===== src/hw/rtl/tdu_pkg.sv =====
// ----------------------------------------------------------------------------
// tdu_pkg
// Shared types and constants for the tick-driven uart transmitter/receiver.
// ----------------------------------------------------------------------------
package tdu_pkg;

    // default number of data bits per frame
    localparam int unsigned DATA_BITS_DEF = 8;

    // ticks per bit on the line, and ticks from start edge to first sample
    localparam logic [1:0] TX_BIT_TICKS   = 2'd3;
    localparam logic [2:0] RX_BIT_TICKS   = 3'd3;
    localparam logic [2:0] RX_START_TICKS = 3'd4;

    // transmit phase
    typedef enum logic [2:0] {
        TX_START = 3'b001,
        TX_DATA  = 3'b010,
        TX_STOP  = 3'b100
    } t_tx_phase;

    // receive phase
    typedef enum logic [2:0] {
        RX_IDLE = 3'b001,
        RX_DATA = 3'b010,
        RX_WAIT = 3'b100
    } t_rx_phase;

    // one tick as it arrives
    typedef struct packed {
        logic       rx_line;
        logic       send_request;
        logic [7:0] send_byte;
    } t_in;

    // one tick's result
    typedef struct packed {
        logic       tx_line;
        logic       tx_busy;
        logic       send_accepted;
        logic       rx_busy;
        logic       rx_valid;
        logic [7:0] rx_byte;
    } t_out;

    // transmitter status after the tick
    typedef struct packed {
        logic line;
        logic busy;
        logic accepted;
    } t_tx_status;

    // receiver status after the tick
    typedef struct packed {
        logic       busy;
        logic       valid;
        logic [7:0] data;
    } t_rx_status;

endpackage


===== src/hw/rtl/tdu_tx.sv =====
// ----------------------------------------------------------------------------
// tdu_tx
// Transmit section: start bit, data bits lsb first, stop bit, one bit per
// three ticks. The status shows the state after the current tick.
// ----------------------------------------------------------------------------
module tdu_tx #(
    parameter int unsigned DATA_BITS = tdu_pkg::DATA_BITS_DEF
) (
    input  logic                i_clk,
    input  logic                i_rst_n,
    input  logic                i_step,
    input  logic                i_send_request,
    input  logic [7:0]          i_send_byte,
    output tdu_pkg::t_tx_status o_status
);

    logic               r_active, n_active;
    tdu_pkg::t_tx_phase r_phase, n_phase;
    logic [1:0]         r_tick_count, n_tick_count;
    logic [3:0]         r_bit_pos, n_bit_pos;
    logic [7:0]         r_shift, n_shift;
    logic               r_level, n_level;
    logic               w_accepted;

    // next state for one tick: load on request, then advance one step
    always_comb begin
        n_active     = r_active;
        n_phase      = r_phase;
        n_tick_count = r_tick_count;
        n_bit_pos    = r_bit_pos;
        n_shift      = r_shift;
        n_level      = r_level;
        w_accepted   = 1'b0;

        if (i_send_request && !r_active) begin
            n_shift      = i_send_byte;
            n_phase      = tdu_pkg::TX_START;
            n_tick_count = 2'd0;
            n_bit_pos    = 4'd0;
            n_active     = 1'b1;
            w_accepted   = 1'b1;
        end

        if (n_active) begin
            n_tick_count = n_tick_count + 2'd1;
            if (n_tick_count == tdu_pkg::TX_BIT_TICKS) begin
                n_tick_count = 2'd0;
                case (n_phase)
                    tdu_pkg::TX_START: begin
                        n_level = 1'b0;
                        n_phase = tdu_pkg::TX_DATA;
                    end
                    tdu_pkg::TX_DATA: begin
                        n_level   = n_shift[n_bit_pos[2:0]];
                        n_bit_pos = n_bit_pos + 4'd1;
                        if (n_bit_pos >= 4'(DATA_BITS)) begin
                            n_phase = tdu_pkg::TX_STOP;
                        end
                    end
                    default: begin
                        // stop bit, and any code with no meaning
                        n_level  = 1'b1;
                        n_active = 1'b0;
                    end
                endcase
            end
        end
    end

    // state registers advance only on an accepted tick
    always_ff @(posedge i_clk) begin
        if (!i_rst_n) begin
            r_active     <= 1'b0;
            r_phase      <= tdu_pkg::TX_START;
            r_tick_count <= 2'd0;
            r_bit_pos    <= 4'd0;
            r_shift      <= 8'd0;
            r_level      <= 1'b1;
        end else if (i_step) begin
            r_active     <= n_active;
            r_phase      <= n_phase;
            r_tick_count <= n_tick_count;
            r_bit_pos    <= n_bit_pos;
            r_shift      <= n_shift;
            r_level      <= n_level;
        end
    end

    // status after this tick
    assign o_status.line     = n_level;
    assign o_status.busy     = n_active;
    assign o_status.accepted = w_accepted;

endmodule


===== src/hw/rtl/tdu_rx.sv =====
// ----------------------------------------------------------------------------
// tdu_rx
// Receive section: detects a low start level, samples the data bits and
// delivers the byte three ticks after the last one. Stop bit is not checked.
// ----------------------------------------------------------------------------
module tdu_rx #(
    parameter int unsigned DATA_BITS = tdu_pkg::DATA_BITS_DEF
) (
    input  logic                i_clk,
    input  logic                i_rst_n,
    input  logic                i_step,
    input  logic                i_enable,
    input  logic                i_rx_line,
    output tdu_pkg::t_rx_status o_status
);

    tdu_pkg::t_rx_phase r_phase, n_phase;
    logic [2:0]         r_tick_count, n_tick_count;
    logic [3:0]         r_bits_remaining, n_bits_remaining;
    logic [7:0]         r_shift, n_shift;
    logic [7:0]         r_last_byte, n_last_byte;
    logic               w_valid;
    logic [2:0]         w_bit_idx;

    // position of the bit being sampled
    assign w_bit_idx = 3'(4'(DATA_BITS) - r_bits_remaining);

    // next state for one tick, frozen while disabled
    always_comb begin
        n_phase          = r_phase;
        n_tick_count     = r_tick_count;
        n_bits_remaining = r_bits_remaining;
        n_shift          = r_shift;
        n_last_byte      = r_last_byte;
        w_valid          = 1'b0;

        if (i_enable) begin
            case (r_phase)
                tdu_pkg::RX_WAIT: begin
                    if (r_tick_count <= 3'd1) begin
                        n_tick_count = 3'd0;
                        n_phase      = tdu_pkg::RX_IDLE;
                        n_last_byte  = r_shift;
                        w_valid      = 1'b1;
                    end else begin
                        n_tick_count = r_tick_count - 3'd1;
                    end
                end
                tdu_pkg::RX_DATA: begin
                    if (r_tick_count <= 3'd1) begin
                        n_tick_count = tdu_pkg::RX_BIT_TICKS;
                        if (i_rx_line) begin
                            n_shift[w_bit_idx] = 1'b1;
                        end
                        if (r_bits_remaining <= 4'd1) begin
                            n_bits_remaining = 4'd0;
                            n_phase          = tdu_pkg::RX_WAIT;
                        end else begin
                            n_bits_remaining = r_bits_remaining - 4'd1;
                        end
                    end else begin
                        n_tick_count = r_tick_count - 3'd1;
                    end
                end
                default: begin
                    // idle, and any code with no meaning
                    n_phase = tdu_pkg::RX_IDLE;
                    if (!i_rx_line) begin
                        n_phase          = tdu_pkg::RX_DATA;
                        n_shift          = 8'd0;
                        n_tick_count     = tdu_pkg::RX_START_TICKS;
                        n_bits_remaining = 4'(DATA_BITS);
                    end
                end
            endcase
        end
    end

    // state registers advance only on an accepted tick
    always_ff @(posedge i_clk) begin
        if (!i_rst_n) begin
            r_phase          <= tdu_pkg::RX_IDLE;
            r_tick_count     <= 3'd0;
            r_bits_remaining <= 4'd0;
            r_shift          <= 8'd0;
            r_last_byte      <= 8'd0;
        end else if (i_step) begin
            r_phase          <= n_phase;
            r_tick_count     <= n_tick_count;
            r_bits_remaining <= n_bits_remaining;
            r_shift          <= n_shift;
            r_last_byte      <= n_last_byte;
        end
    end

    // status after this tick
    assign o_status.busy  = (n_phase == tdu_pkg::RX_DATA) || (n_phase == tdu_pkg::RX_WAIT);
    assign o_status.valid = w_valid;
    assign o_status.data  = n_last_byte;

endmodule


===== src/hw/rtl/tick_driven_uart_tx_rx.sv =====
// ----------------------------------------------------------------------------
// tick_driven_uart_tx_rx
// Uart transmitter and receiver stepped by ticks at three times the bit rate.
// ----------------------------------------------------------------------------
// Usage:
//   Each input transaction on i_in is one oversampling tick: the sampled
//   receive line plus an optional byte to send. Every tick yields exactly
//   one result transaction on o_out with the transmit line level, busy
//   flags, whether the send request started a frame, and receive data.
//   A request while the transmitter is busy is dropped (send_accepted 0).
//   An accepted tick is written at its edge to the result register, or
//   to the skid register while the result is held. One tick is taken per
//   cycle while i_in is not stalled; the tick state update and the result
//   are computed in a single pass between state and result registers.
//   When the receiver stalls, a two-entry output stage (result register and
//   skid register) takes one more tick; i_in is stalled only once both are
//   full, and resumes the cycle after the result is taken.
//   i_cfg_wr_en writes rx_enable (1 runs the receiver, 0 freezes it).
//   Synchronous reset sets the transmit line idle high, both sections idle,
//   the received byte to zero, rx_enable to 1, and empties the output stage.
// ----------------------------------------------------------------------------
module tick_driven_uart_tx_rx #(
    parameter int unsigned DATA_BITS = tdu_pkg::DATA_BITS_DEF
) (
    input  logic          i_clk,
    input  logic          i_rst_n,
    input  logic          i_in_valid,
    output logic          o_in_stall,
    input  tdu_pkg::t_in  i_in,
    output logic          o_out_valid,
    input  logic          i_out_stall,
    output tdu_pkg::t_out o_out,
    input  logic          i_cfg_wr_en,
    input  logic          i_cfg_wr_data
);

    logic                r_rx_enable;
    logic                r_out_valid;
    tdu_pkg::t_out       r_out;
    logic                r_skid_valid;
    tdu_pkg::t_out       r_skid;
    logic                w_in_accept;
    logic                w_out_take;
    tdu_pkg::t_tx_status w_tx_status;
    tdu_pkg::t_rx_status w_rx_status;
    tdu_pkg::t_out       w_result;

    assign o_in_stall  = r_skid_valid;
    assign w_in_accept = i_in_valid && !r_skid_valid;
    assign w_out_take  = r_out_valid && !i_out_stall;

    // configuration register
    always_ff @(posedge i_clk) begin
        if (!i_rst_n) begin
            r_rx_enable <= 1'b1;
        end else if (i_cfg_wr_en) begin
            r_rx_enable <= i_cfg_wr_data;
        end
    end

    // transmit section
    tdu_tx #(
        .DATA_BITS(DATA_BITS)
    ) u_tx (
        .i_clk         (i_clk),
        .i_rst_n       (i_rst_n),
        .i_step        (w_in_accept),
        .i_send_request(i_in.send_request),
        .i_send_byte   (i_in.send_byte),
        .o_status      (w_tx_status)
    );

    // receive section
    tdu_rx #(
        .DATA_BITS(DATA_BITS)
    ) u_rx (
        .i_clk    (i_clk),
        .i_rst_n  (i_rst_n),
        .i_step   (w_in_accept),
        .i_enable (r_rx_enable),
        .i_rx_line(i_in.rx_line),
        .o_status (w_rx_status)
    );

    // assemble this tick's result
    assign w_result.tx_line       = w_tx_status.line;
    assign w_result.tx_busy       = w_tx_status.busy;
    assign w_result.send_accepted = w_tx_status.accepted;
    assign w_result.rx_busy       = w_rx_status.busy;
    assign w_result.rx_valid      = w_rx_status.valid;
    assign w_result.rx_byte       = w_rx_status.data;

    // output control: result register with skid register behind it
    always_ff @(posedge i_clk) begin
        if (!i_rst_n) begin
            r_out_valid  <= 1'b0;
            r_skid_valid <= 1'b0;
        end else if (w_out_take || !r_out_valid) begin
            if (r_skid_valid) begin
                r_out_valid  <= 1'b1;
                r_skid_valid <= 1'b0;
            end else begin
                r_out_valid  <= w_in_accept;
            end
        end else if (w_in_accept) begin
            r_skid_valid <= 1'b1;
        end
    end

    // output payload
    always_ff @(posedge i_clk) begin
        if (w_out_take || !r_out_valid) begin
            if (r_skid_valid) begin
                r_out <= r_skid;
            end else if (w_in_accept) begin
                r_out <= w_result;
            end
        end else if (w_in_accept) begin
            r_skid <= w_result;
        end
    end

    assign o_out_valid = r_out_valid;
    assign o_out       = r_out;

endmodule

===== config.mk =====
export PLATFORM = sky130hd
export DESIGN_NAME = tick_driven_uart_tx_rx
export DESIGN_NICKNAME = d
export VERILOG_FILES = /design/src/hw/rtl/tdu_pkg.sv /design/src/hw/rtl/tdu_tx.sv /design/src/hw/rtl/tdu_rx.sv /design/src/hw/rtl/tick_driven_uart_tx_rx.sv
export SDC_FILE = /design/constraint.sdc
export NUM_CORES = 1
export LEC_CHECK = 0
export BUFFER_PORTS_ARGS = -buffer_cell sky130_fd_sc_hd__buf_4
export CAP_MARGIN = 20
export CORE_ASPECT_RATIO = 1.2
export CORE_MARGIN = 4
export CORE_UTILIZATION = 61
export CTS_BUF_LIST = sky130_fd_sc_hd__clkbuf_2 sky130_fd_sc_hd__clkbuf_4 sky130_fd_sc_hd__clkbuf_8
export CTS_CLUSTER_DIAMETER = 80
export DETAILED_ROUTE_END_ITERATION = 10
export PLACE_DENSITY = 0.81
export SETUP_SLACK_MARGIN = 0.15
export SLEW_MARGIN = 20
export SYNTH_ARGS = -nofsm -noshare
export SYNTH_HDL_FRONTEND = slang
export SYNTH_HIERARCHICAL = 1
export SYNTH_SLANG_ARGS = --single-unit

===== constraint.sdc =====
create_clock -name i_clk -period 2.58 [get_ports i_clk]
set_input_delay 0.516 -clock i_clk [delete_from_list [all_inputs] [get_ports i_clk]]
set_output_delay 0.516 -clock i_clk [all_outputs]
set_load 0.01 [all_outputs]

# Yosys cells after proc, flatten, opt, wreduce, memory -nomap -nowiden
# Cells that the tools add are included.
# word_totals
register_bits	74
input_bits	16
output_inout_bits	15
wordCells	122
# op_classes
n_addsub	5
magnitude_cmp	6
n_eq_ne	11
muxes	52
bitwise_logic	4
n_reduce_logical	18
# ops
cell	count
$mux W8	7
$mux W3	11
$mux W4	7
$mux W13	2
$pmux W3 S2	3
$pmux W8 S2	1
$mux W1	13
$eq A3 B2 Y1 const B	3
$lt A3 B4 Y1 const B	2
$mux W2	4
$or A8 B8 Y8	1
$pmux W4 S2	1
$eq A3 B3 Y1 const B	2
$reduce_and A6 Y1	1
$reduce_and A5 Y1	1
$add A4 B1 Y4 const B	1
$ge A4 B4 Y1 const B	1
$le A4 B1 Y1 const B	1
$logic_and A1 B1 Y1	4
$logic_not A1 Y1	4
$ne A2 B1 Y1 const B	2
$reduce_and A2 Y1	2
$reduce_or A2 Y1	2
$sub A4 B1 Y4 const B	1
16 further kinds	19

# Logic depth before layout (Yosys ltp)
# Gate-level depths: netlist of the first run.
# logic_depth
depth_word	10
mapped_depth	8
ltp_nobuf	8

# Hierarchy
# Netlist of the first run, hierarchy kept.
# modules_own_cells
mod	n_inst	cells_each	area_per_inst_um2	seq_area_each_um2
tdu_rx	1	160	1425.1	520.5
tick_driven_uart_tx_rx	1	53	1118.6	840.8
tdu_tx	1	111	942.2	380.4

# Worst setup path before layout of the first run
# OpenSTA, ideal clock, no wires.
# synth_timing
path_kind	in2reg
startpoint	input port i_in_valid
endpoint	register u_tx.r_bit_pos[1]
setup_time_ps	74
arrival_ps	2328
required_time_ps	2506
setup_slack_ps	178
stages	5
path_buffers	0
path_cell_list	nor2b_1 nand4b_4 or4b_4 or4_1 a31oi_1
# synth_via
elab_chain_len	1
# synth_rtl
item	line	rtl
start: declaration	tick_driven_uart_tx_rx.sv:27	input logic i_in_valid,
$logic_and A1 B1 Y1	tick_driven_uart_tx_rx.sv:49	assign w_in_accept = i_in_valid && !r_skid_valid;
end signal: assignment	tdu_tx.sv:83	r_bit_pos <= n_bit_pos;
end: declaration	tdu_tx.sv:20	logic [3:0] r_bit_pos, n_bit_pos;
# Every way passes these cells.
# A chain may end at the register's enable or synchronous reset.

==> metrics.md, run 1 <==
| Metric | Value |
|---|---|
| Status | complete, no violations |
| Mux cell area share after synthesis | between 10% and 20% |
| Number of synthesized flops with an enable pin | 26 |
| Vias in the first global route | approximately 2300 |
| Ys Warns | 6 |
| Critical path class | register to register |
| Pwr Total | 0.00244 W |
| Drt pass-1 iters | 4 |
| RSZ-0062 raised after global routing | false |
| Mapped Nets | 344 |
| Clock Skews | roughly 0.0059 ns |
| DP HPWL | about 4300 um |
| Simple-gate share of the synthesized area | 16.8% |
| CTS Buf Count | 9 |
| Crit-path cells | ha_1, o21ba_2, nor2_4, nor3b_1, buf_4, mux2_2, mux2_4 |
| IO Port Bufs | 30 |
| GRT Total Usage | a little under a fifth |
| Largest family of logic cells by synthesized area | simple AND/OR/NAND/NOR gates |
| Die ar. | 0.00699 mm^2 |
| Sw power | between 0.0005 and 0.0006 W |
| Complex-gate fraction of the synthesized area | ~14% |
| Min Clock Period, post-route | 2.25 ns |
| Area Growth Syn to Fin | 13.1% |
| DR WL/cell | ~15 um |
| Comb pwr share | between 7 and 8% |
| Internal power | 0.00189 W |
| Post-Synthesis Cell Area | about 0.0035 mm^2 |
| Final Hold Viols | 0 |
| Drc violations | 0 |
| IO Pins | 31 |
| Post-synth cell types | just over 60 |
| Layout cells sized above 1 | between 20% and 30% |
| Largest net degree at the start of global routing | 27 |
| Routability Congestion | 0.771 |
| Clock tree sinks | 74 |
| Vias per inst | approximately 5.9 |
| Fmax | 445 MHz |
| Power Dens Cells | slightly above 600 mW/mm^2 |
| Routed via count | approximately 2500 |
| Sequential fraction of the synthesis area | between 40% and 50% |
| Post-Layout Cell Count | 423 |
| Gr ovfl total | 0 |
| Post-Synth Adder-Cell Area | 1.44% |
| CP Buf/Inv Count | 1 |
| Max clock buf depth | 2 |
| Core area | between 0.005 and 0.006 mm^2 |
| Post-Syn Area per Cell | approximately 11 um^2 |
| Sw frac | between 20% and 30% |
| Die Y | roughly 91 um |
| LEAKAGE | approximately 1.5 nW |
| # setup viols final | 0 |
| Hold slack | 0.399 ns |
| Startpoint Class | register |
| Initial antenna violation count | 0 |
| Placement Rows | 29 |
| Post-synth top flop | dfxtp_1 |
| Fin. max-slew vios | 0 |
| CP max FO | 12 |
| CTS Root Cell | clkbuf_8 |
| Initial core utilization | between 60 and 70% |
| Antenna-violating nets left | 0 |
| Final WL | ~6000 um |
| Seq pwr share | about 52% |
| CTS Hold Bufs | 0 |
| Delay-heaviest family, CP | multiplexers |
| DP Cell Count | slightly above 400 |
| CTS tree | built |
| Asr flop ratio synth | 0% |
| Critical path required time | around 2.7 ns |
| Worst skew pair latency | between 0.3 and 0.4 ns |
| Max Cap Violations | 0 |
| Final period util | between 80% and 90% |
| Chip Width | ~77 um |
| Worst Max-Slew Pin Slew | between 0.6 and 0.7 ns |
| Nets | between 300 and 400 |
| #FFs+latches synth | between 70 and 80 |
| CP peak stage delay | 0.41 ns |
| Resized Gates After CTS | 0 |
| First-pass GRT wire length | around 11000 um |
| Initial DRC count | roughly 150 |
| Max VDD drop | ~400 uV |
| Xor and xnor area share after synthesis | approximately 1.5% |
| Post-CTS setup buffer count | 0 |
| Clk network pwr share | around two fifths |
| N_diodes | 0 |
| Worst path arrival time | approximately 2.4 ns |
| Slew HR | between 50% and 60% |
| # H-tree levels | 3 |
| Gate Count Post-Synth | between 300 and 400 |
| Worst Setup End Kind | register |
| HP Class | primary input to register |
| Setup_tns | 0 ns |
| CTS clock-pin slew for the worst setup and hold paths | 0.08 ns |
| Slowest library cell on the worst path | dfxtp_1 |
## Yosys cell counts (all sizes together), types with 2 or more instances
master | number | area (um^2)
xnor2 | 3 | 26.3
nor2b | 2 | 12.5
a31oi | 8 | 50.1
nand3 | 4 | 20.0
and2 | 2 | 12.5
nor3 | 4 | 20.0
a21boi | 9 | 67.6
o21a | 2 | 15.0
or3 | 5 | 32.5
o311a | 3 | 30.0
nor3b | 4 | 40.0
ha | 4 | 50.1
mux2 | 22 | 282
o21bai | 2 | 15.0
a21oi | 16 | 83.8
o311ai | 2 | 17.5
nor2 | 37 | 161
dfxtp | 48 | 961
nand3b | 2 | 15.0
buf | 11 | 104
nand2 | 35 | 134
o211ai | 2 | 15.0
mux2i | 9 | 90.1
or2 | 2 | 12.5
inv | 11 | 41.3
nor4b | 2 | 17.5
and3 | 2 | 13.8
xor2 | 3 | 26.3
o31ai | 2 | 15.0
edfxtp | 26 | 781
clkbuf | 4 | 15.0
o21ai | 16 | 80.1
and4 | 2 | 17.5
mux4 | 2 | 45.0
## worst register-to-register path: cells and delay by family, from the launching register on
family	cells	cell delay, ns
flip-flops	1	0.41
AND/OR/NAND/NOR	2	0.38
multiplexers	2	0.65
buffers and inverters	1	0.22
adder cells (fa/ha/maj)	1	0.16
AO/OA/AOI/OAI	1	0.20
## layout make-up
| class | count | area (um^2) |
|---|---|---|
| clock buffer | 10 | 138 |
| clock inverter | 6 | 90.1 |
| fill | 389 | 1460 |
| inverter | 11 | 41.3 |
| multi-input combinational | 224 | 1580 |
| sequential | 74 | 1740 |
| tap | 62 | 77.6 |
| timing repair buffer | 36 | 270 |
## layout by cell type (no fill, tap or decap), drive strengths merged, types with 10 or more instances in the layout
cell type / n
clkbuf: 10
inv: 11
nand2: 35
mux2: 22
dfxtp: 48
a21oi: 16
nor2: 37
edfxtp: 26
o21ai: 16
buf: 36
## per-stage QoR
| stage | setup slack, ns | cell area [um^2] | util [%] |
|---|---|---|---|
| global placement | 0.296 | 3710 | 68.7 |
| global route | 0.168 | 3940 | 72.9 |
| floorplan | 0.178 | 3490 | - |
| CTS | 0.337 | 3940 | 72.9 |
| detailed placement | 0.217 | 3710 | 68.7 |
| finish | 0.333 | 3940 | 72.9 |
## routing by layer
| metal | GRT usage [%] | vias to the layer above | part of all wire [%] |
|---|---|---|---|
| met3 | 4.29 | 11 | 5.4 |
| met1 | 24.3 | 1164 | 45 |
| li1 | - | 1238 | - |
| met4 | 7.86 | 0 | 1.8 |
| met5 | 0 | - | 0 |
| met2 | 31.0 | 65 | 48 |
## kinds of logic (layout without fill, tap and decap cells)
group                    Yosys count  in the layout
adder cells (fa/ha/maj)            4              4
buffers and inverters             26             63
multiplexers                      33             33
flip-flops                        74             74
AO/OA/AOI/OAI                     71             71
XOR/XNOR                           6              6
AND/OR/NAND/NOR                  110            110
## sequential cells by signal, indices dropped and copies added (netlist names), 4 cells and up
name / cells
u_tx/r_bit_pos: 4
u_rx/r_last_byte: 8
r_skid: 13
o_out: 13
u_rx/r_shift: 8
u_tx/r_shift: 8
u_rx/r_bits_remaining: 4
## power by group through the flow
stage	Clock (W)	Sequential [W]	Combinational, W
final	0.00100	0.00126	0.000173
after global routing	0.00107	0.00127	0.000192
after CTS	0.00102	0.00126	0.000174
after detailed placement	0	0.00129	0.000174
after global placement	0	0.00129	0.000169
after floorplan	0	0.00129	0.000113
## final timing paths
check,startpoint,endpoint,slack (ns),cells past startpoint
hold reg to reg,u_tx/r_shift[0],u_tx/r_shift[0],0.46,2
setup reg to reg,u_rx/r_tick_count[0],o_out[6],0.33,7
hold / removal,i_cfg_wr_data,r_rx_enable,0.40,3
setup / recovery,u_rx/r_tick_count[0],o_out[6],0.33,7
Note: power is estimated with default switching activity, not from simulation.
==> inputs of run 2 (changes only) <==
--- a/config.mk
+++ b/config.mk
@@ -6,13 +6,14 @@
 export NUM_CORES = 1
 export LEC_CHECK = 0
 export BUFFER_PORTS_ARGS = -buffer_cell sky130_fd_sc_hd__buf_4
-export CAP_MARGIN = 20
+export CAP_MARGIN = 10
 export CORE_ASPECT_RATIO = 1.2
 export CORE_MARGIN = 4
 export CORE_UTILIZATION = 61
 export CTS_BUF_LIST = sky130_fd_sc_hd__clkbuf_2 sky130_fd_sc_hd__clkbuf_4 sky130_fd_sc_hd__clkbuf_8
 export CTS_CLUSTER_DIAMETER = 80
 export DETAILED_ROUTE_END_ITERATION = 10
+export GPL_TIMING_DRIVEN = 0
 export PLACE_DENSITY = 0.81
 export SETUP_SLACK_MARGIN = 0.15
 export SLEW_MARGIN = 20
==> metrics.md, run 2 (synthesis gave the netlist of run 1 again) <==
| Metric | Value |
|---|---|
| Nets | a little under 400 |
| Max VDD drop | roughly 360 uV |
| Gr ovfl total | 0 |
| CTS clock-pin slew for the worst setup and hold paths | around 0.080 ns |
| Vias in the first global route | about 2400 |
| DP Cell Count | approximately 420 |
| HP Class | primary input to register |
| Min Clock Period, post-route | approximately 2.3 ns |
| Drt pass-1 iters | 4 |
| Final WL | 6370 um |
| Vias per inst | around 5.8 |
| Fin. max-slew vios | 0 |
| Startpoint Class | register |
| Most frequent cells in the layout | dfxtp_1 (48), buf_4 (36), nand2_1 (34), nor2_1 (34), edfxtp_1 (26) |
| CP Launch Point | u_rx/r_tick_count[0] |
| # setup viols final | 0 |
| Largest net degree at the start of global routing | 14 |
| Die ar. | 0.00699 mm^2 |
| IO Port Bufs | 30 |
| FF/Latch Area | around 0.0017 mm^2 |
| Worst path arrival time | 2.36 ns |
| # H-tree levels | 3 |
| Initial core utilization | between 60 and 70% |
| Critical path class | register to register |
| Fillers | about 400 |
| CP max FO | 10 |
| RR Startpoint | u_rx/r_tick_count[0] |
| IO Pins | 31 |
| Worst Max-Slew Pin Slew | roughly 0.70 ns |
| Critical path required time | 2.67 ns |
| CTS Root Cell | clkbuf_8 |
| Antenna-violating nets left | 0 |
| Post-Layout Cell Count | around 430 |
| Max clock buf depth | 2 |
| Layout cells sized above 1 | approximately 27% |
| Status | complete, no violations |
| Worst Setup End Kind | register |
| Worst skew pair latency | between 0.3 and 0.4 ns |
| Max Cap Violations | 0 |
| Routability Congestion | approximately 0.8 |
| Final Hold Viols | 0 |
| Power Dens Cells | around 580 mW/mm^2 |
| DP HPWL | about 4500 um |
| CTS tree | built |
| Drc violations | 0 |
| Routed via count | between 2000 and 2500 |
| CTS Hold Bufs | 0 |
| Die Y | roughly 90 um |
| RSZ-0062 raised after global routing | false |
| Initial DRC count | between 150 and 200 |
| CTS Buf Count | 9 |
| Initial antenna violation count | 0 |
| Multi-input logic area | around 0.0016 mm^2 |
| Area Growth Syn to Fin | 14.9% |
| Most common cell after layout, fill and taps aside | dfxtp_1 |
| Fmax | between 400 and 500 MHz |
| GRT Total Usage | approximately a fifth |
| LEAKAGE | 1.50 nW |
| First-pass GRT wire length | 11300 um |
| Final period util | about nine tenths |
| Clock Skews | 0.0125 ns |
| Clock tree sinks | between 70 and 80 |
| N_diodes | 0 |
| Chip Width | about 77 um |
| Pwr Total | between 0.002 and 0.0025 W |
| Reg2reg setup slack | approximately 0.30 ns |
| Post-CTS setup buffer count | 0 |
| Final core occ | between 70% and 80% |
| Slew HR | a little over half |
| Placement Rows | 29 |
| DR WL/cell | ~15 um |
| Hold path start | i_cfg_wr_data |
| Core area | around 0.0054 mm^2 |
## run 2: changes by cell type in the layout (fill, tap and decap cells not counted), moves of 2 or more
cell / change
clkinv_4: -2
clkbuf_1: +4
buf_6: +3
clkbuf_4: +2
## run 2: worst max-delay path, stage by stage, from the launching register on
cell	delay, ns
dfxtp_1	0.40
ha_1	0.16
o21ba_2	0.20
nor2_4	0.17
nor3b_2	0.23
buf_4	0.23
mux2_2	0.38
mux2_4	0.27
## run 2: timing repair
item / in CTS / in global routing
gates resized for setup: 1 / 3
endpoints found under the setup margin: 19 / 19
pin swaps: 0 / 0
## run 2: per-stage QoR
stage	area [um^2]	setup TNS, ns	worst slack [ns]	hold WS, ns
global placement	3790	-2.70	-0.307	0.448
CTS	3990	0	0.180	0.388
finish	4010	0	0.302	0.404
global route	4010	0	0.151	0.407
floorplan	3490	0	0.178	0.433
detailed placement	3790	-3.55	-0.295	0.450
## run 2: final timing paths
| check | endpoint | cells past startpoint |
|---|---|---|
| worst max-delay path | o_out[5] | 7 |
| worst min register to register | u_tx/r_shift[1] | 2 |
| worst min-delay path | r_rx_enable | 3 |
| worst max register to register | o_out[5] | 7 |
## run 2: cell type report
type	count	area share (%)
Clock inverter	5	1.37
Inverter	11	1.03
Timing Repair Buffer	30	5.62
Sequential cell	74	43.5
Tap cell	62	1.94
Buffer	15	2.97
Clock buffer	11	3.47
Multi-Input combinational cell	224	40.1
## run 2: per-layer routing
metal | share of wire (%) | GRT usage [%]
met1 | 47 | 25.7
met3 | 3.8 | 3.99
met4 | 1.2 | 6.38
met5 | 0 | 0
met2 | 48 | 32.4
## run 2: where the power goes
part | internal (W) | leakage, nW | switching, W
logic | 0.0000868 | 0.769 | 0.000106
registers | 0.00124 | 0.633 | 0.0000195
clock network | 0.000465 | 0.0962 | 0.000405
total | 0.00179 | 1.50 | 0.000531
